$ cat src/hdl/gwt_pkg.sv
package gwt_pkg;

  localparam int MOV_W    = 8;
  localparam int DUR_W    = 8;
  localparam int IDX_W    = 3;
  localparam int POS_W    = 11;
  localparam int TIME_W   = 12;
  localparam int SECS_W   = 12;
  localparam int WIN_W    = 3;
  localparam int CYC_W    = 11;
  localparam int STAT_W   = 2;
  localparam int WIDX_W   = 4;
  localparam int ENTRY_W  = MOV_W + DUR_W;
  localparam int CFG_AW   = 3;
  localparam int CFG_DW   = 32;

  localparam logic [SECS_W-1:0] SECS_MAX = {SECS_W{1'b1}};

  localparam logic OP_LOAD  = 1'b0;
  localparam logic OP_QUERY = 1'b1;

  localparam logic RING_A = 1'b0;
  localparam logic RING_B = 1'b1;

  localparam logic REG_TARGET = 1'b0;

  localparam logic [MOV_W-1:0] TARGET_RST = 8'd1;

  localparam logic [STAT_W-1:0] STAT_OK   = 2'd0;
  localparam logic [STAT_W-1:0] STAT_BOTH = 2'd1;
  localparam logic [STAT_W-1:0] STAT_NONE = 2'd2;
  localparam logic [STAT_W-1:0] STAT_PAST = 2'd3;

  typedef struct packed {
    logic              hit;
    logic              found;
    logic              green;
    logic [TIME_W-1:0] delta;
    logic [WIDX_W-1:0] widx;
    logic [TIME_W-1:0] first_on;
    logic [TIME_W-1:0] total;
  } ring_res_t;

endpackage

$ cat src/hdl/gwt_in_if.sv
interface gwt_in_if;
  import gwt_pkg::*;

  logic             valid;
  logic             ready;
  logic             operation;
  logic             ring;
  logic [IDX_W-1:0] phase_index;
  logic [MOV_W-1:0] movement_code;
  logic [DUR_W-1:0] phase_duration;
  logic [POS_W-1:0] cycle_position;

  modport source (
    output valid, operation, ring, phase_index, movement_code, phase_duration,
           cycle_position,
    input  ready
  );

  modport sink (
    input  valid, operation, ring, phase_index, movement_code, phase_duration,
           cycle_position,
    output ready
  );

endinterface

$ cat src/hdl/gwt_out_if.sv
interface gwt_out_if;
  import gwt_pkg::*;

  logic              valid;
  logic              ready;
  logic [STAT_W-1:0] status;
  logic              is_green;
  logic [SECS_W-1:0] seconds_to_change;
  logic [WIN_W-1:0]  window_index;
  logic [CYC_W-1:0]  cycle_length;

  modport source (
    output valid, status, is_green, seconds_to_change, window_index, cycle_length,
    input  ready
  );

  modport sink (
    input  valid, status, is_green, seconds_to_change, window_index, cycle_length,
    output ready
  );

endinterface

$ cat src/hdl/gwt_ring_mem.sv
module gwt_ring_mem #(
  parameter int PHASES_PER_RING = 8
) (
  input  logic                               clk,
  input  logic                               rst_n,
  input  logic                               we,
  input  logic [$clog2(PHASES_PER_RING)-1:0] waddr,
  input  logic [gwt_pkg::ENTRY_W-1:0]        wdata,
  input  logic                               re,
  input  logic [$clog2(PHASES_PER_RING)-1:0] raddr,
  output logic [gwt_pkg::ENTRY_W-1:0]        rdata
);
  import gwt_pkg::*;

  logic [ENTRY_W-1:0]         mem [PHASES_PER_RING];
  logic [PHASES_PER_RING-1:0] vld_r;
  logic [ENTRY_W-1:0]         rdata_r;

  // entries never written read as zero
  always_ff @(posedge clk) begin
    if (!rst_n) begin
      vld_r <= '0;
    end else if (we) begin
      vld_r[waddr] <= 1'b1;
    end
  end

  always_ff @(posedge clk) begin
    if (we) begin
      mem[waddr] <= wdata;
    end
    if (re) begin
      rdata_r <= vld_r[raddr] ? mem[raddr] : '0;
    end
  end

  assign rdata = rdata_r;

endmodule

$ cat src/hdl/gwt_window_scan.sv
module gwt_window_scan #(
  parameter int PHASES_PER_RING = 8
) (
  input  logic                      clk,
  input  logic                      rst_n,
  input  logic                      clear,
  input  logic                      step,
  input  logic                      fin,
  input  logic [gwt_pkg::MOV_W-1:0] target,
  input  logic [gwt_pkg::POS_W-1:0] pos,
  input  logic [gwt_pkg::MOV_W-1:0] mov,
  input  logic [gwt_pkg::DUR_W-1:0] dur,
  output gwt_pkg::ring_res_t        res
);
  import gwt_pkg::*;

  localparam int IW = $clog2(PHASES_PER_RING);

  logic              open_r, open_nxt;
  logic              hit_r, hit_nxt;
  logic              found_r, found_nxt;
  logic              green_r, green_nxt;
  logic [TIME_W-1:0] t_r, t_nxt;
  logic [TIME_W-1:0] on_r, on_nxt;
  logic [TIME_W-1:0] off_r, off_nxt;
  logic [TIME_W-1:0] first_on_r, first_on_nxt;
  logic [TIME_W-1:0] delta_r, delta_nxt;
  logic [IW-1:0]     idx_r, idx_nxt;
  logic [IW-1:0]     widx_r, widx_nxt;
  logic              chk_en;
  logic [TIME_W-1:0] pos_t;
  logic [TIME_W-1:0] t_end;

  assign pos_t = TIME_W'(pos);
  assign t_end = t_r + TIME_W'(dur);

  always_comb begin
    open_nxt     = open_r;
    hit_nxt      = hit_r;
    found_nxt    = found_r;
    green_nxt    = green_r;
    t_nxt        = t_r;
    on_nxt       = on_r;
    off_nxt      = off_r;
    first_on_nxt = first_on_r;
    delta_nxt    = delta_r;
    idx_nxt      = idx_r;
    widx_nxt     = widx_r;
    chk_en       = 1'b0;

    if (clear) begin
      open_nxt  = 1'b0;
      hit_nxt   = 1'b0;
      found_nxt = 1'b0;
      green_nxt = 1'b0;
      t_nxt     = '0;
      delta_nxt = '0;
      widx_nxt  = '0;
    end else if (step) begin
      if (mov == target) begin
        hit_nxt = 1'b1;
        if (open_r && off_r == t_r) begin
          off_nxt = t_end;
        end else begin
          // close the previous window and open a new one
          chk_en  = open_r;
          on_nxt  = t_r;
          off_nxt = t_end;
          idx_nxt = open_r ? idx_r + 1'b1 : '0;
          if (!open_r) begin
            first_on_nxt = t_r;
          end
          open_nxt = 1'b1;
        end
      end
      t_nxt = t_end;
    end else if (fin) begin
      chk_en = open_r;
    end

    if (chk_en && !found_r) begin
      if (pos_t >= on_r && pos_t < off_r) begin
        found_nxt = 1'b1;
        green_nxt = 1'b1;
        delta_nxt = off_r - pos_t;
        widx_nxt  = idx_r;
      end else if (pos_t < on_r) begin
        found_nxt = 1'b1;
        delta_nxt = on_r - pos_t;
        widx_nxt  = idx_r;
      end
    end
  end

  always_ff @(posedge clk) begin
    if (!rst_n) begin
      open_r  <= 1'b0;
      hit_r   <= 1'b0;
      found_r <= 1'b0;
    end else begin
      open_r  <= open_nxt;
      hit_r   <= hit_nxt;
      found_r <= found_nxt;
    end
  end

  always_ff @(posedge clk) begin
    green_r    <= green_nxt;
    t_r        <= t_nxt;
    on_r       <= on_nxt;
    off_r      <= off_nxt;
    first_on_r <= first_on_nxt;
    delta_r    <= delta_nxt;
    idx_r      <= idx_nxt;
    widx_r     <= widx_nxt;
  end

  assign res.hit      = hit_r;
  assign res.found    = found_r;
  assign res.green    = green_r;
  assign res.delta    = delta_r;
  assign res.widx     = WIDX_W'(widx_r);
  assign res.first_on = first_on_r;
  assign res.total    = t_r;

endmodule

$ cat src/hdl/signal_phase_green_window_timer_unit.sv
// green window timer for a two-ring signal plan
//
// in_req: valid/ready request channel; operation load writes one phase
// (movement code and duration) of ring A or B, operation query asks about
// a cycle position. out_rsp: valid/ready channel with one response per
// query and none per load. cfg: apb-style port, target_movement at 0x0.
//
// a load is taken only while the block is idle. a query reads both ring
// memories in parallel, one phase entry per cycle, and both rings run their
// window scan side by side through the scan, drain, finish and result states.
// no new request is taken until the result is written to the output
// register, so a query is not taken before the last one is through; the
// memory read port, one entry per cycle, limits the query throughput.
//
// reset clears both plans to all zeros (valid bit per entry) and sets the
// target movement to 1; the block is ready the cycle after reset.
// the response sits in an output register: new requests are taken while it
// waits, and a following query holds its result until the register frees.
module signal_phase_green_window_timer_unit #(
  parameter int PHASES_PER_RING = 8
) (
  input  logic                       clk,
  input  logic                       rst_n,
  gwt_in_if.sink                     in_req,
  gwt_out_if.source                  out_rsp,
  input  logic                       cfg_psel,
  input  logic                       cfg_penable,
  input  logic                       cfg_pwrite,
  input  logic [gwt_pkg::CFG_AW-1:0] cfg_paddr,
  input  logic [gwt_pkg::CFG_DW-1:0] cfg_pwdata,
  output logic [gwt_pkg::CFG_DW-1:0] cfg_prdata,
  output logic                       cfg_pready
);
  import gwt_pkg::*;

  localparam int AW = $clog2(PHASES_PER_RING);
  localparam logic [AW-1:0] LAST_ADDR = AW'(PHASES_PER_RING - 1);

  typedef enum logic [2:0] {S_IDLE, S_SCAN, S_DRAIN, S_FIN, S_RES} state_t;

  state_t            state_r;
  logic [AW-1:0]     addr_r;
  logic              rd_vld_r;
  logic [POS_W-1:0]  pos_r;
  logic [MOV_W-1:0]  target_r;
  logic              out_valid_r;
  logic [STAT_W-1:0] status_r;
  logic              green_r;
  logic [SECS_W-1:0] secs_r;
  logic [WIN_W-1:0]  widx_r;
  logic [CYC_W-1:0]  cyc_r;

  logic              in_acc;
  logic              load_ok;
  logic              we_a, we_b;
  logic [AW-1:0]     waddr;
  logic [ENTRY_W-1:0] wdata;
  logic [ENTRY_W-1:0] rdata_a, rdata_b;
  logic              scan_clear;
  ring_res_t         res_a, res_b, sel;
  logic              slot_free;
  logic              cfg_wr;

  logic [STAT_W-1:0] status_nxt;
  logic              green_nxt;
  logic [SECS_W-1:0] secs_nxt;
  logic [WIN_W-1:0]  widx_nxt;
  logic [CYC_W-1:0]  cyc_nxt;
  logic [TIME_W:0]   wrap;

  assign in_req.ready = (state_r == S_IDLE);
  assign in_acc       = in_req.valid && in_req.ready;
  assign load_ok      = in_acc && in_req.operation == OP_LOAD &&
                        (5'(in_req.phase_index) < 5'(PHASES_PER_RING));
  assign we_a         = load_ok && in_req.ring == RING_A;
  assign we_b         = load_ok && in_req.ring == RING_B;
  assign waddr        = AW'(in_req.phase_index);
  assign wdata        = {in_req.movement_code, in_req.phase_duration};
  assign scan_clear   = in_acc && in_req.operation == OP_QUERY;

  gwt_ring_mem #(.PHASES_PER_RING(PHASES_PER_RING)) u_mem_a (
    .clk   (clk),
    .rst_n (rst_n),
    .we    (we_a),
    .waddr (waddr),
    .wdata (wdata),
    .re    (state_r == S_SCAN),
    .raddr (addr_r),
    .rdata (rdata_a)
  );

  gwt_ring_mem #(.PHASES_PER_RING(PHASES_PER_RING)) u_mem_b (
    .clk   (clk),
    .rst_n (rst_n),
    .we    (we_b),
    .waddr (waddr),
    .wdata (wdata),
    .re    (state_r == S_SCAN),
    .raddr (addr_r),
    .rdata (rdata_b)
  );

  gwt_window_scan #(.PHASES_PER_RING(PHASES_PER_RING)) u_scan_a (
    .clk    (clk),
    .rst_n  (rst_n),
    .clear  (scan_clear),
    .step   (rd_vld_r),
    .fin    (state_r == S_FIN),
    .target (target_r),
    .pos    (pos_r),
    .mov    (rdata_a[ENTRY_W-1:DUR_W]),
    .dur    (rdata_a[DUR_W-1:0]),
    .res    (res_a)
  );

  gwt_window_scan #(.PHASES_PER_RING(PHASES_PER_RING)) u_scan_b (
    .clk    (clk),
    .rst_n  (rst_n),
    .clear  (scan_clear),
    .step   (rd_vld_r),
    .fin    (state_r == S_FIN),
    .target (target_r),
    .pos    (pos_r),
    .mov    (rdata_b[ENTRY_W-1:DUR_W]),
    .dur    (rdata_b[DUR_W-1:0]),
    .res    (res_b)
  );

  // response from the ring that holds the target
  assign sel  = res_a.hit ? res_a : res_b;
  assign wrap = (TIME_W+1)'(sel.total) - (TIME_W+1)'(pos_r) + (TIME_W+1)'(sel.first_on);

  always_comb begin
    status_nxt = STAT_OK;
    green_nxt  = 1'b0;
    secs_nxt   = '0;
    widx_nxt   = '0;
    cyc_nxt    = '0;
    if (res_a.hit && res_b.hit) begin
      status_nxt = STAT_BOTH;
    end else if (!res_a.hit && !res_b.hit) begin
      status_nxt = STAT_NONE;
    end else begin
      cyc_nxt = sel.total[CYC_W-1:0];
      if (TIME_W'(pos_r) >= sel.total) begin
        status_nxt = STAT_PAST;
      end else if (sel.found) begin
        green_nxt = sel.green;
        secs_nxt  = sel.delta;
        widx_nxt  = sel.widx[WIN_W-1:0];
      end else begin
        secs_nxt = (wrap > (TIME_W+1)'(SECS_MAX)) ? SECS_MAX : wrap[SECS_W-1:0];
      end
    end
  end

  assign slot_free = !out_valid_r || out_rsp.ready;

  always_ff @(posedge clk) begin
    if (!rst_n) begin
      state_r     <= S_IDLE;
      addr_r      <= '0;
      rd_vld_r    <= 1'b0;
      out_valid_r <= 1'b0;
    end else begin
      rd_vld_r <= (state_r == S_SCAN);
      if (state_r == S_RES && slot_free) begin
        out_valid_r <= 1'b1;
      end else if (out_rsp.ready) begin
        out_valid_r <= 1'b0;
      end
      unique case (state_r)
        S_IDLE: begin
          if (scan_clear) begin
            pos_r   <= in_req.cycle_position;
            addr_r  <= '0;
            state_r <= S_SCAN;
          end
        end
        S_SCAN: begin
          addr_r <= addr_r + 1'b1;
          if (addr_r == LAST_ADDR) begin
            state_r <= S_DRAIN;
          end
        end
        S_DRAIN: begin
          state_r <= S_FIN;
        end
        S_FIN: begin
          state_r <= S_RES;
        end
        S_RES: begin
          if (slot_free) begin
            status_r    <= status_nxt;
            green_r     <= green_nxt;
            secs_r      <= secs_nxt;
            widx_r      <= widx_nxt;
            cyc_r       <= cyc_nxt;
            state_r     <= S_IDLE;
          end
        end
        default: begin
          state_r <= S_IDLE;
        end
      endcase
    end
  end

  assign out_rsp.valid             = out_valid_r;
  assign out_rsp.status            = status_r;
  assign out_rsp.is_green          = green_r;
  assign out_rsp.seconds_to_change = secs_r;
  assign out_rsp.window_index      = widx_r;
  assign out_rsp.cycle_length      = cyc_r;

  // configuration
  assign cfg_pready = 1'b1;
  assign cfg_wr     = cfg_psel && cfg_penable && cfg_pwrite && cfg_paddr[2] == REG_TARGET;

  always_ff @(posedge clk) begin
    if (!rst_n) begin
      target_r <= TARGET_RST;
    end else if (cfg_wr) begin
      target_r <= cfg_pwdata[MOV_W-1:0];
    end
  end

  assign cfg_prdata = (cfg_paddr[2] == REG_TARGET) ? CFG_DW'(target_r) : '0;

endmodule

$ cat src/flat_wrapper.sv
// flat-port wrapper written by rule: the top's interface ports become plain ports
module signal_phase_green_window_timer_unit_flat import gwt_pkg::*;
#(
  parameter int PHASES_PER_RING = 8
)
  (clk, rst_n, cfg_psel, cfg_penable, cfg_pwrite, cfg_paddr, cfg_pwdata, cfg_prdata, cfg_pready, in_req_valid, in_req_operation, in_req_ring, in_req_phase_index, in_req_movement_code, in_req_phase_duration, in_req_cycle_position, in_req_ready, out_rsp_valid, out_rsp_status, out_rsp_is_green, out_rsp_seconds_to_change, out_rsp_window_index, out_rsp_cycle_length, out_rsp_ready);
  gwt_in_if in_req_i ();
  gwt_out_if out_rsp_i ();
  input  logic clk;
  input  logic rst_n;
  input  logic cfg_psel;
  input  logic cfg_penable;
  input  logic cfg_pwrite;
  input  logic [gwt_pkg::CFG_AW-1:0] cfg_paddr;
  input  logic [gwt_pkg::CFG_DW-1:0] cfg_pwdata;
  output logic [gwt_pkg::CFG_DW-1:0] cfg_prdata;
  output logic cfg_pready;
  input wire logic [$bits(in_req_i.valid)-1:0] in_req_valid;
  input wire logic [$bits(in_req_i.operation)-1:0] in_req_operation;
  input wire logic [$bits(in_req_i.ring)-1:0] in_req_ring;
  input wire logic [$bits(in_req_i.phase_index)-1:0] in_req_phase_index;
  input wire logic [$bits(in_req_i.movement_code)-1:0] in_req_movement_code;
  input wire logic [$bits(in_req_i.phase_duration)-1:0] in_req_phase_duration;
  input wire logic [$bits(in_req_i.cycle_position)-1:0] in_req_cycle_position;
  output wire logic [$bits(in_req_i.ready)-1:0] in_req_ready;
  output wire logic [$bits(out_rsp_i.valid)-1:0] out_rsp_valid;
  output wire logic [$bits(out_rsp_i.status)-1:0] out_rsp_status;
  output wire logic [$bits(out_rsp_i.is_green)-1:0] out_rsp_is_green;
  output wire logic [$bits(out_rsp_i.seconds_to_change)-1:0] out_rsp_seconds_to_change;
  output wire logic [$bits(out_rsp_i.window_index)-1:0] out_rsp_window_index;
  output wire logic [$bits(out_rsp_i.cycle_length)-1:0] out_rsp_cycle_length;
  input wire logic [$bits(out_rsp_i.ready)-1:0] out_rsp_ready;
  assign in_req_i.valid = in_req_valid;
  assign in_req_i.operation = in_req_operation;
  assign in_req_i.ring = in_req_ring;
  assign in_req_i.phase_index = in_req_phase_index;
  assign in_req_i.movement_code = in_req_movement_code;
  assign in_req_i.phase_duration = in_req_phase_duration;
  assign in_req_i.cycle_position = in_req_cycle_position;
  assign in_req_ready = in_req_i.ready;
  assign out_rsp_valid = out_rsp_i.valid;
  assign out_rsp_status = out_rsp_i.status;
  assign out_rsp_is_green = out_rsp_i.is_green;
  assign out_rsp_seconds_to_change = out_rsp_i.seconds_to_change;
  assign out_rsp_window_index = out_rsp_i.window_index;
  assign out_rsp_cycle_length = out_rsp_i.cycle_length;
  assign out_rsp_i.ready = out_rsp_ready;
  signal_phase_green_window_timer_unit #(.PHASES_PER_RING(PHASES_PER_RING)) u_core (.clk(clk), .rst_n(rst_n), .in_req(in_req_i), .out_rsp(out_rsp_i), .cfg_psel(cfg_psel), .cfg_penable(cfg_penable), .cfg_pwrite(cfg_pwrite), .cfg_paddr(cfg_paddr), .cfg_pwdata(cfg_pwdata), .cfg_prdata(cfg_prdata), .cfg_pready(cfg_pready));
endmodule
$ cat config.mk
export PLATFORM = sky130hd
export DESIGN_NAME = signal_phase_green_window_timer_unit_flat
export DESIGN_NICKNAME = d
export VERILOG_FILES = /design/src/hdl/gwt_pkg.sv /design/src/hdl/gwt_in_if.sv /design/src/hdl/gwt_out_if.sv /design/src/hdl/gwt_ring_mem.sv /design/src/hdl/gwt_window_scan.sv /design/src/hdl/signal_phase_green_window_timer_unit.sv /design/src/flat_wrapper.sv
export SDC_FILE = /design/constraint.sdc
export NUM_CORES = 1
export LEC_CHECK = 0
export BUFFER_PORTS_ARGS = -buffer_cell sky130_fd_sc_hd__buf_2
export CORE_ASPECT_RATIO = 0.9
export CORE_UTILIZATION = 61
export DETAILED_ROUTE_END_ITERATION = 7
export MAX_ROUTING_LAYER = met4
export PLACE_DENSITY = 0.82
export REMOVE_ABC_BUFFERS = 1
export SYNTH_ARGS = -nofsm -noshare
export SYNTH_HDL_FRONTEND = slang
export SYNTH_SLANG_ARGS = --single-unit
$ cat constraint.sdc
create_clock -name clk -period 5.8 [get_ports clk]
set_input_delay 0.29 -clock clk [delete_from_list [all_inputs] [get_ports clk]]
set_output_delay 0.29 -clock clk [all_outputs]
set_load 0.01 [all_outputs]
==> results.sh, run 1 <==
export IMPL_final_nets=2000
export IMPL_worstHoldPathType="in -> reg"
export IMPL_clockPowerShare_pct=39.3
export IMPL_r2r_slack_ps=1270
export IMPL_worstPathCellList="mux2i_1 -> fa_1 -> inv_1 -> fa_1 -> a211oi_2 -> o21ai_1 -> a211o_1 -> a2111o_1 -> and3_4 -> o21ai_2 -> o211a_1"
export IMPL_holdWs_ps=52.3
export IMPL_grt_pass1_vias=14446
export IMPL_io_buffers=86
export IMPL_ys_types=86
export IMPL_crit_type="reg -> reg"
export IMPL_core_area_um2=38300
export IMPL_finalSetupViolCount=0
export IMPL_yosysTopAreaCell="edfxtp_1"
export IMPL_antenna_found_initial=0
export IMPL_grt_max_degree=44
export IMPL_wirelength_mm=55.3
export IMPL_startpoint="u_core.u_scan_a.hit_r$_SDFFE_PP0P_"
export IMPL_max_freq_mhz=221
export IMPL_tightestPinTransition_ps=1280
export IMPL_crit_required_ps=6250
export IMPL_timing_final_crit_period_ps=4530
export IMPL_dpl_hpwl_mm=36.5
export IMPL_critPathLaunchType="flip-flop"
export IMPL_sequentialPowerShare_pct=50.9
export IMPL_synth_area_leaders="edfxtp_1 (52%), dfxtp_1 (8.0%), mux4_2 (6.5%), ha_1 (4.8%), mux2i_1 (3.3%)"
export IMPL_initial_core_util_pct=61.7
export IMPL_cts_tree="built"
export IMPL_synthesis_area_um2=23600
export IMPL_cp_slowest_cell="dfxtp_2"
export IMPL_rows=68
export IMPL_max_stage_delay_ps=940
export IMPL_hold_violations=0
export IMPL_cts_made_buffers=49
export IMPL_drt_iter0_drc=1444
export IMPL_grt_first_pass_wirelength_mm=84.1
export IMPL_ios=138
export IMPL_antenna_cells=0
export IMPL_drv_slew=0
export IMPL_synth_ff_type="edfxtp_1"
export IMPL_worstPathArrival_ps=4980
export IMPL_max_cap_violations=0
export IMPL_power_switching_share_pct=24.0
export IMPL_h_tree_depth=2
export IMPL_combPwrFrac_pct=9.9
export IMPL_rsz0062_at_grt="no"
export IMPL_intPower_mw=6.06
export IMPL_irDropWorstVdd_v=0.000347
export IMPL_yosysTopAreaCellShare_pct=51.6
export IMPL_ys_ff_latch=500
export IMPL_nFillCells=2459
export IMPL_syn_mean_instance_area_um2=13.9
export IMPL_fp_dieW_um=209
export IMPL_wl_per_cell_um=23.6
export IMPL_setup_worst_path_end_class="flip-flop"
export IMPL_grt_usage_pct=29.4
export IMPL_ant_nets=0
export IMPL_crit_end="u_core.out_rsp.seconds_to_change[9]$_SDFFCE_PP0P_"
export IMPL_timing_rr_end="u_core.out_rsp.seconds_to_change[9]$_SDFFCE_PP0P_"
export IMPL_die_h_um=189
export IMPL_area_growth_pct=11.6
export IMPL_r2r_start="u_core.u_scan_a.hit_r$_SDFFE_PP0P_"
export IMPL_clk_pin_slew_worst_paths_ps=60
export IMPL_async_flop_share_pct=0
export IMPL_clk_path_buf_depth=3
export IMPL_synth_warnings=0
export IMPL_synthCells=1695
export IMPL_drive_above_1_share_pct=17.1
export IMPL_path_max_fanout=32
export IMPL_gr_total_overflow=0
export IMPL_ff2ff_path_depth=11
export IMPL_die_area_um2=39500
export IMPL_routabilityCongestion=0.966
export IMPL_min_period_over_period_pct=78.1
export IMPL_power_density_nw_per_um2=303
export IMPL_ys_seq_area_share_pct=59.6
export IMPL_routed_via_density=6.27
export IMPL_leakage_nw=9.27
export IMPL_switchingPower_mw=1.92
export IMPL_max_slew_margin_pct=14.4
export IMPL_worst_clock_skew_ps=32.7
export IMPL_outcome="finished clean"
export IMPL_ctsRootBufferMaster="clkbuf_16"
export IMPL_route_detailed_drc=0
export IMPL_insertion_delay_ps=610
export IMPL_cts_sinks=500
export IMPL_finalSetupTns_ps=0
export IMPL_drt_pass1_iterations=5
export IMPL_vias=14711
export IMPL_synth_edff_count=406
export IMPL_crit_top_cell="fa_1"
state kept, by name, summed over array words and instances (netlist names), 16 cells and up:
| name | count |
|---|---|
| u_core.u_mem_a.rdata | 16 |
| u_core.u_mem_a.mem | 128 |
| u_core.u_mem_b.rdata | 16 |
| u_core.u_mem_b.mem | 128 |
power groups by stage:
stage / clock network (mW) / registers [mW] / logic, mW
2_1_floorplan: 0 / 4.10 / 0.547
3_3_place_gp: 0 / 4.13 / 0.722
3_5_place_dp: 0 / 4.13 / 0.758
4_1_cts: 3.17 / 4.06 / 0.777
5_1_grt: 3.31 / 4.06 / 0.859
6_report: 3.13 / 4.06 / 0.788
area by class of cell:
cell class	count	area, µm²	area share, %
Multi-Input combinational cell	1054	8910	33.8
Clock buffer	64	1370	5.21
Tap cell	490	613	2.33
Inverter	78	293	1.11
Sequential cell	500	14100	53.4
Timing Repair Buffer	135	848	3.22
Clock inverter	27	234	0.888
how the worst min path moves through the flow:
stage,start,end,slack (ps),depth (start not counted)
final,in_req_movement_code[3],u_core.u_mem_b.mem[1][11]$_DFFE_PP_,50,1
after detailed placement,u_core.u_scan_b.green_r$_DFF_P_,u_core.u_scan_b.green_r$_DFF_P_,450,2
after global routing,in_req_phase_duration[1],u_core.u_mem_a.mem[2][1]$_DFFE_PP_,40,1
after global placement,u_core.u_mem_b.vld_r[2]$_SDFFE_PN0P_,u_core.u_mem_b.vld_r[2]$_SDFFE_PN0P_,440,1
after floorplan,rst_n,u_core.target_r[0]$_SDFFE_PN1P_,360,1
after CTS,in_req_movement_code[3],u_core.u_mem_a.mem[6][11]$_DFFE_PP_,30,1
synthesized netlist by cell type (13+ instances only):
cell type / count
a21boi_0: 17
a21o_1: 13
buf_4: 26
o21a_1: 34
ha_1: 91
nand4_1: 15
mux2i_1: 79
nor2b_1: 40
xnor2_1: 81
fa_1: 17
nor2_1: 130
dfxtp_1: 94
a31oi_1: 15
nand3_1: 36
nor3_1: 32
buf_2: 20
clkbuf_1: 27
o21ai_0: 40
a21oi_1: 43
xor2_1: 20
o211a_1: 17
mux4_2: 68
edfxtp_1: 406
nand2b_1: 19
nand2_1: 54
inv_1: 77
per-stage QoR:
step | area, µm² | std cells | util, % | setup slack, ps | total power [mW]
4_1_cts | 26400 | 2348 | 68.8 | 1340 | 8.00
6_report | 26400 | 2348 | 68.8 | 1270 | 7.98
5_1_grt | 26400 | 2348 | 68.8 | 1090 | 8.24
2_1_floorplan | 23200 | 1632 | - | 1150 | 4.64
3_3_place_gp | 24500 | 2237 | 64.1 | 1480 | 4.85
3_5_place_dp | 24500 | 2237 | 64.1 | 1420 | 4.89
cells by family (layout without fill, tap and decap cells):
logic type               after synthesis  after routing  share of synthesized area (%)
buffers and inverters                164            304                           3.30
other                                  2             25                         0.0318
adder cells (fa/ha/maj)              108            108                           6.26
flip-flops                           500            500                           59.6
AND/OR/NAND/NOR                      401            401                           8.72
XOR/XNOR                             101            101                           3.74
multiplexers                         152            152                           10.1
AO/OA/AOI/OAI                        267            267                           8.30
metal layers:
layer  GRT usage, %  vias to the layer above  share of wire [%]
li1               -                     6619                  -
met1           37.6                     7217                 40
met2           47.1                      716                 48
met3           3.93                      159                7.6
met4           13.6                        0                4.5
met5              -                        -                  0
repair_timing:
action,4_1_cts,5_1_grt
hold buffers,20,0
buffers inserted,0,0
endpoints found under the hold margin,21,0
resized for setup,0,0
worst max-delay path: cells and delay by family (launching register included):
kind                     cells  cell delay, ps
adder cells (fa/ha/maj)      2            1020
AO/OA/AOI/OAI                6            1820
buffers and inverters        1              60
flip-flops                   1             940
AND/OR/NAND/NOR              1             190
multiplexers                 1             330
cells in the final DEF (no fill, tap or decap), types with 50 or more instances in the layout:
cell | synthesis | layout
mux4_2 | 68 | 68
xnor2_1 | 81 | 81
buf_2 | 20 | 86
dfxtp_1 | 94 | 90
mux2i_1 | 79 | 79
inv_1 | 77 | 77
nand2_1 | 54 | 54
nor2_1 | 130 | 118
edfxtp_1 | 406 | 406
ha_1 | 91 | 91
clkbuf_16 | 0 | 50
(Power assumes the default switching activity.)
==> run 2: changes to the inputs <==
==> constraint.sdc (replaced) <==
create_clock -name clk -period 4.3 [get_ports clk]
set_input_delay 0.215 -clock clk [delete_from_list [all_inputs] [get_ports clk]]
set_output_delay 0.215 -clock clk [all_outputs]
set_load 0.01 [all_outputs]
==> run 2 against run 1 <==
  * Die area stayed put
  * Clock skew increased by 0.64 ps
  * Via count up 1.8%
  * Final area up 1.8%
  * Largest power group unchanged
  * Sequential cell count is the same
  * Core utilization grew 1.2 points
  * Critical endpoint is now u_core.out_rsp.seconds_to_change[6]$_SDFFCE_PP0P_
  * Critical path type unchanged
==> results.sh, run 2 (synthesized netlist as in run 1, its figures left out) <==
export IMPL_ios=138
export IMPL_largestRegisters="u_core.u_mem_a.mem (128), u_core.u_mem_b.mem (128)"
export IMPL_dp_slack_ps=213
export IMPL_core_area_um2=38300
export IMPL_max_freq_mhz=250
export IMPL_sequentialPowerShare_pct=48.5
export IMPL_max_cap_violations=0
export IMPL_worstHoldPathType="in -> reg"
export IMPL_switchingPower_mw=2.65
export IMPL_cts_setup_buffers=0
export IMPL_die_area_um2=39500
export IMPL_critPathLaunchType="flip-flop"
export IMPL_r2r_slack_ps=300
export IMPL_clk_pin_slew_worst_paths_ps=60
export IMPL_h_tree_depth=2
export IMPL_hold_depth=3
export IMPL_crit_required_ps=4750
export IMPL_clk_path_buf_depth=3
export IMPL_cts_made_buffers=49
export IMPL_wl_per_cell_um=25.0
export IMPL_nFillCells=2462
export IMPL_placed_cell_area_um2=24800
export IMPL_cts_tree="built"
export IMPL_instances_no_fill=2393
export IMPL_irDropWorstVdd_v=0.000377
export IMPL_crit_type="reg -> reg"
export IMPL_combPwrFrac_pct=10.8
export IMPL_max_slew_margin_pct=18.1
export IMPL_area_growth_pct=13.6
export IMPL_clockPowerShare_pct=40.7
export IMPL_fp_dieW_um=209
export IMPL_timing_rr_end="u_core.out_rsp.seconds_to_change[6]$_SDFFCE_PP0P_"
export IMPL_drv_slew=0
export IMPL_wirelength_mm=59.9
export IMPL_drt_iter0_drc=1284
export IMPL_dp_cells=2264
export IMPL_worst_clock_skew_ps=33.4
export IMPL_leakage_nw=9.51
export IMPL_antenna_cells=0
export IMPL_drt_pass1_iterations=5
export IMPL_route_detailed_drc=0
export IMPL_layout_common_cells="edfxtp_1 (406), nor2_1 (118), ha_1 (91)"
export IMPL_dpl_hpwl_mm=38.5
export IMPL_intPower_mw=8.49
export IMPL_finalSetupViolCount=0
export IMPL_holdWs_ps=90.9
export IMPL_path_max_fanout=19
export IMPL_routed_via_density=6.26
export IMPL_power_switching_share_pct=23.8
export IMPL_power_density_nw_per_um2=415
export IMPL_r2r_start="u_core.u_scan_a.hit_r$_SDFFE_PP0P_"
export IMPL_initial_core_util_pct=61.7
export IMPL_setup_slack_ps=297
export IMPL_max_stage_delay_ps=540
export IMPL_timing_final_crit_period_ps=4000
export IMPL_cts_sinks=500
export IMPL_cpLargestDelayFamily="compound AO/OA/AOI/OAI gates"
export IMPL_path_buf_inv=2
export IMPL_grt_pass1_vias=15055
export IMPL_min_delay_start="in_req_valid"
export IMPL_routabilityCongestion=0.953
export IMPL_vias=14979
export IMPL_io_buffers=86
export IMPL_rsz0062_at_grt="no"
export IMPL_worstPathCellList="buf_4 -> mux2i_1 -> fa_1 -> inv_1 -> ha_1 -> a211oi_4 -> o21ai_1 -> a211o_1 -> a2111o_1 -> and3_4 -> o21ai_2 -> o211a_1"
export IMPL_grt_first_pass_wirelength_mm=89.7
export IMPL_finalSetupTns_ps=0
export IMPL_grt_usage_pct=31.8
export IMPL_power_total_mw=11.1
export IMPL_cp_slowest_cell="dfxtp_4"
export IMPL_worstPathArrival_ps=4450
export IMPL_min_period_over_period_pct=93.1
export IMPL_tightestPinTransition_ps=1220
export IMPL_die_h_um=189
export IMPL_grt_max_degree=36
export IMPL_final_util_pct=70.1
export IMPL_drive_above_1_share_pct=18.1
export IMPL_antenna_found_initial=0
export IMPL_rows=68
export IMPL_gr_total_overflow=0
export IMPL_ff2ff_path_depth=12
export IMPL_outcome="finished clean"
export IMPL_ctsRootBufferMaster="clkbuf_16"
export IMPL_hold_end="u_core.state_r[0]$_SDFFE_PN0P_"
export IMPL_regArea_um2=14100
export IMPL_final_nets=2044
export IMPL_setup_worst_path_end_class="flip-flop"
export IMPL_final_cell_area_um2=26800
export IMPL_ant_nets=0
export IMPL_multi_input_area_um2=8910
export IMPL_hold_violations=0
export IMPL_final_common_cell="edfxtp_1"
export IMPL_insertion_delay_ps=610
==> run 2: worst max path at each step <==
stage	to	startpoint	depth (start not counted)
6_report	u_core.out_rsp.seconds_to_change[6]$_SDFFCE_PP0P_	u_core.u_scan_a.hit_r$_SDFFE_PP0P_	12
2_1_floorplan	u_core.u_mem_a.rdata[0]$_SDFFCE_PN0P_	u_core.addr_r[0]$_SDFFE_PN0P_	3
3_5_place_dp	u_core.out_rsp.seconds_to_change[6]$_SDFFCE_PP0P_	u_core.u_scan_a.hit_r$_SDFFE_PP0P_	12
4_1_cts	u_core.out_rsp.seconds_to_change[6]$_SDFFCE_PP0P_	u_core.u_scan_a.hit_r$_SDFFE_PP0P_	12
3_3_place_gp	u_core.out_rsp.seconds_to_change[11]$_SDFFCE_PP0P_	u_core.u_scan_a.hit_r$_SDFFE_PP0P_	12
5_1_grt	u_core.out_rsp.seconds_to_change[6]$_SDFFCE_PP0P_	u_core.u_scan_a.hit_r$_SDFFE_PP0P_	12
==> run 2: layout make-up <==
type	count	area share, %
Timing Repair Buffer	179	4.55
Tap cell	490	2.28
Clock buffer	62	4.90
Inverter	78	1.09
Clock inverter	30	1.47
Multi-Input combinational cell	1054	33.2
Sequential cell	500	52.5
==> run 2: power by group through the flow <==
stage	registers [mW]	logic [mW]	clock network (mW)
floorplan	5.53	0.737	0
global placement	5.50	1.10	0
detailed placement	5.51	1.14	0
CTS	5.40	1.18	4.57
global route	5.41	1.30	4.74
finish	5.40	1.20	4.54
==> run 2: routing by layer <==
metal | wire (µm) | vias up | GRT usage (%)
li1 | - | 6708 | -
met1 | 23500 | 7329 | 39.0
met2 | 29400 | 776 | 52.8
met3 | 4050 | 166 | 3.60
met4 | 2870 | 0 | 15.6
met5 | 0 | - | -
==> run 2: what timing repair did <==
item | CTS | global route
gates resized for setup | 0 | 1
hold endpoints to repair | 276 | 0
hold buffers | 37 | 0
setup endpoints to repair | 0 | 12
==> run 2: tightest hold or removal path, delay by kind of cell <==
family | cells | cell delay (ps)
and+or+nand+nor | 1 | 210
buffers and inverters | 1 | 110
AOI/OAI and AO/OA | 1 | 110
==> run 3: changes to the inputs <==
--- a/config.mk
+++ b/config.mk
@@ -7,10 +7,12 @@
 export LEC_CHECK = 0
 export BUFFER_PORTS_ARGS = -buffer_cell sky130_fd_sc_hd__buf_2
 export CORE_ASPECT_RATIO = 0.9
-export CORE_UTILIZATION = 61
+export CORE_UTILIZATION = 63
+export CTS_BUF_LIST = sky130_fd_sc_hd__clkbuf_4
 export DETAILED_ROUTE_END_ITERATION = 7
 export MAX_ROUTING_LAYER = met4
-export PLACE_DENSITY = 0.82
+export PLACE_DENSITY = 0.84
+export RECOVER_POWER = 100
 export REMOVE_ABC_BUFFERS = 1
 export SYNTH_ARGS = -nofsm -noshare
 export SYNTH_HDL_FRONTEND = slang
==> run 3 against run 2 <==
  * The run now ends with max-capacitance violations, max-slew violations left
  * Worst setup slack got worse by 120 ps
  * Largest power group unchanged
  * Global-route usage is 1.2 points higher
  * Count of clock-buffer cells in the layout grew 109
  * Clock power down 8.4%
==> results.sh, run 3 (synthesized netlist as in run 1, its figures left out) <==
export IMPL_outcome="finished, violations left"
export IMPL_violations="max-capacitance violations, max-slew violations"
export IMPL_power_total_mw=10.7
export IMPL_die_h_um=186
export IMPL_cts_tree="built"
export IMPL_regArea_um2=14100
export IMPL_worstPathCellList="inv_2 -> nor4_1 -> o211ai_1 -> a31o_1 -> and2_0 -> a221o_1"
export IMPL_fp_dieW_um=206
export IMPL_drv_slew=203
export IMPL_drt_pass1_iterations=5
export IMPL_path_buf_inv=1
export IMPL_dp_slack_ps=269
export IMPL_vias=15536
export IMPL_worstHoldPathType="in -> reg"
export IMPL_cts_made_buffers=115
export IMPL_worstPathArrival_ps=4840
export IMPL_setup_worst_path_end_class="flip-flop"
export IMPL_r2r_slack_ps=180
export IMPL_finalSetupViolCount=0
export IMPL_ant_nets=0
export IMPL_worst_clock_skew_ps=78.2
export IMPL_initial_core_util_pct=64.7
export IMPL_dpl_hpwl_mm=38.1
export IMPL_layout_common_cells="edfxtp_1 (406), clkbuf_4 (171), nor2_1 (124)"
export IMPL_wl_per_cell_um=23.5
export IMPL_finalSetupTns_ps=0
export IMPL_path_max_fanout=10
export IMPL_routed_via_density=6.15
export IMPL_cts_sinks=500
export IMPL_instances_no_fill=2528
export IMPL_drt_iter0_drc=1713
export IMPL_timing_final_crit_period_ps=4120
export IMPL_final_nets=2130
export IMPL_dp_cells=2247
export IMPL_final_common_cell="edfxtp_1"
export IMPL_max_stage_delay_ps=1250
export IMPL_leakage_nw=9.39
export IMPL_clk_path_buf_depth=3
export IMPL_grt_max_degree=43
export IMPL_insertion_delay_ps=890
export IMPL_largestRegisters="u_core.u_mem_a.mem (128), u_core.u_mem_b.mem (128)"
export IMPL_ios=138
export IMPL_core_area_um2=36500
export IMPL_antenna_found_initial=2
export IMPL_setup_slack_ps=180
export IMPL_critPathLaunchType="flip-flop"
export IMPL_rows=66
export IMPL_nFillCells=2429
export IMPL_max_freq_mhz=243
export IMPL_io_buffers=86
export IMPL_power_density_nw_per_um2=403
export IMPL_tightestPinTransition_ps=1960
export IMPL_grt_first_pass_wirelength_mm=88.9
export IMPL_multi_input_area_um2=8830
export IMPL_hold_violations=0
export IMPL_grt_usage_pct=32.9
export IMPL_grt_pass1_vias=15413
export IMPL_cp_slowest_cell="nor4_1"
export IMPL_max_slew_margin_pct=-30.9
export IMPL_gr_total_overflow=0
export IMPL_crit_required_ps=5020
export IMPL_drive_above_1_share_pct=16.2
export IMPL_die_area_um2=38300
export IMPL_crit_type="reg -> reg"
export IMPL_ctsRootBufferMaster="clkbuf_4"
export IMPL_irDropWorstVdd_v=0.000421
export IMPL_routabilityCongestion=0.946
export IMPL_clk_pin_slew_worst_paths_ps=70
export IMPL_min_period_over_period_pct=95.8
export IMPL_cpLargestDelayFamily="simple AND/OR/NAND/NOR gates"
export IMPL_h_tree_depth=3
export IMPL_rsz0062_at_grt="no"
export IMPL_area_growth_pct=12.7
export IMPL_final_cell_area_um2=26600
export IMPL_placed_cell_area_um2=24700
export IMPL_route_detailed_drc=0
export IMPL_ctsResizeCount=0
export IMPL_wirelength_mm=59.5
export IMPL_max_cap_violations=10
[run 3: cell count changes in the layout (fill, tap and decap cells not counted), sizes merged]
cell         before  now
bufinv            8    6
clkinv           16   37
clkinvlp          3    0
diode             0    4
dlygate4sd3      37   60
clkbuf           62  277
buf             142   33
[run 3: area by class of cell]
type	count	share of cell area, %
flip-flops and latches	500	52.9
multi-input cells	1054	33.2
clock buffers	171	4.82
repair buffers	199	4.45
well taps	476	2.24
clock inverters	46	1.34
inverters	78	1.10
diodes	4	0.0376
[run 3: repair_timing]
action	4_1_cts	5_1_grt
endpoints found under the setup margin	0	0
setup buffers	0	0
hold endpoints to repair	353	0
hold buffers	60	0
[run 3: worst paths after layout]
check,start,to,cells after the start
hold / removal,in_req_cycle_position[4],u_core.pos_r[4]$_DFFE_PP_,2
hold reg to reg,u_core.u_scan_b.green_r$_DFF_P_,u_core.u_scan_b.green_r$_DFF_P_,2
setup / recovery,u_core.rd_vld_r$_SDFF_PN0_,u_core.u_scan_a.delta_r[3]$_DFF_P_,6
setup reg to reg,u_core.rd_vld_r$_SDFF_PN0_,u_core.u_scan_a.delta_r[3]$_DFF_P_,6
[run 3: power by group]
part | total, mW | internal (mW) | switching, mW
Combinational | 1.17 | 0.466 | 0.704
Clock | 4.16 | 2.20 | 1.96
Sequential | 5.40 | 5.33 | 0.0671
[run 3: per-layer routing]
| layer | vias up | wire (µm) | track usage (%) |
|---|---|---|---|
| li1 | 6962 | - | - |
| met1 | 7573 | 23400 | 41.0 |
| met2 | 843 | 29000 | 52.7 |
| met3 | 158 | 4770 | 6.37 |
| met4 | 0 | 2360 | 14.6 |
| met5 | - | 0 | - |
[run 3: stage by stage]
| step | utilization [%] | hold slack [ps] |
|---|---|---|
| after global placement | 67.7 | 396 |
| final | 73.0 | 93.0 |
| after CTS | 73.8 | 6.76 |
| after floorplan | - | 287 |
| after detailed placement | 67.7 | 395 |
| after global routing | 73.0 | 54.1 |
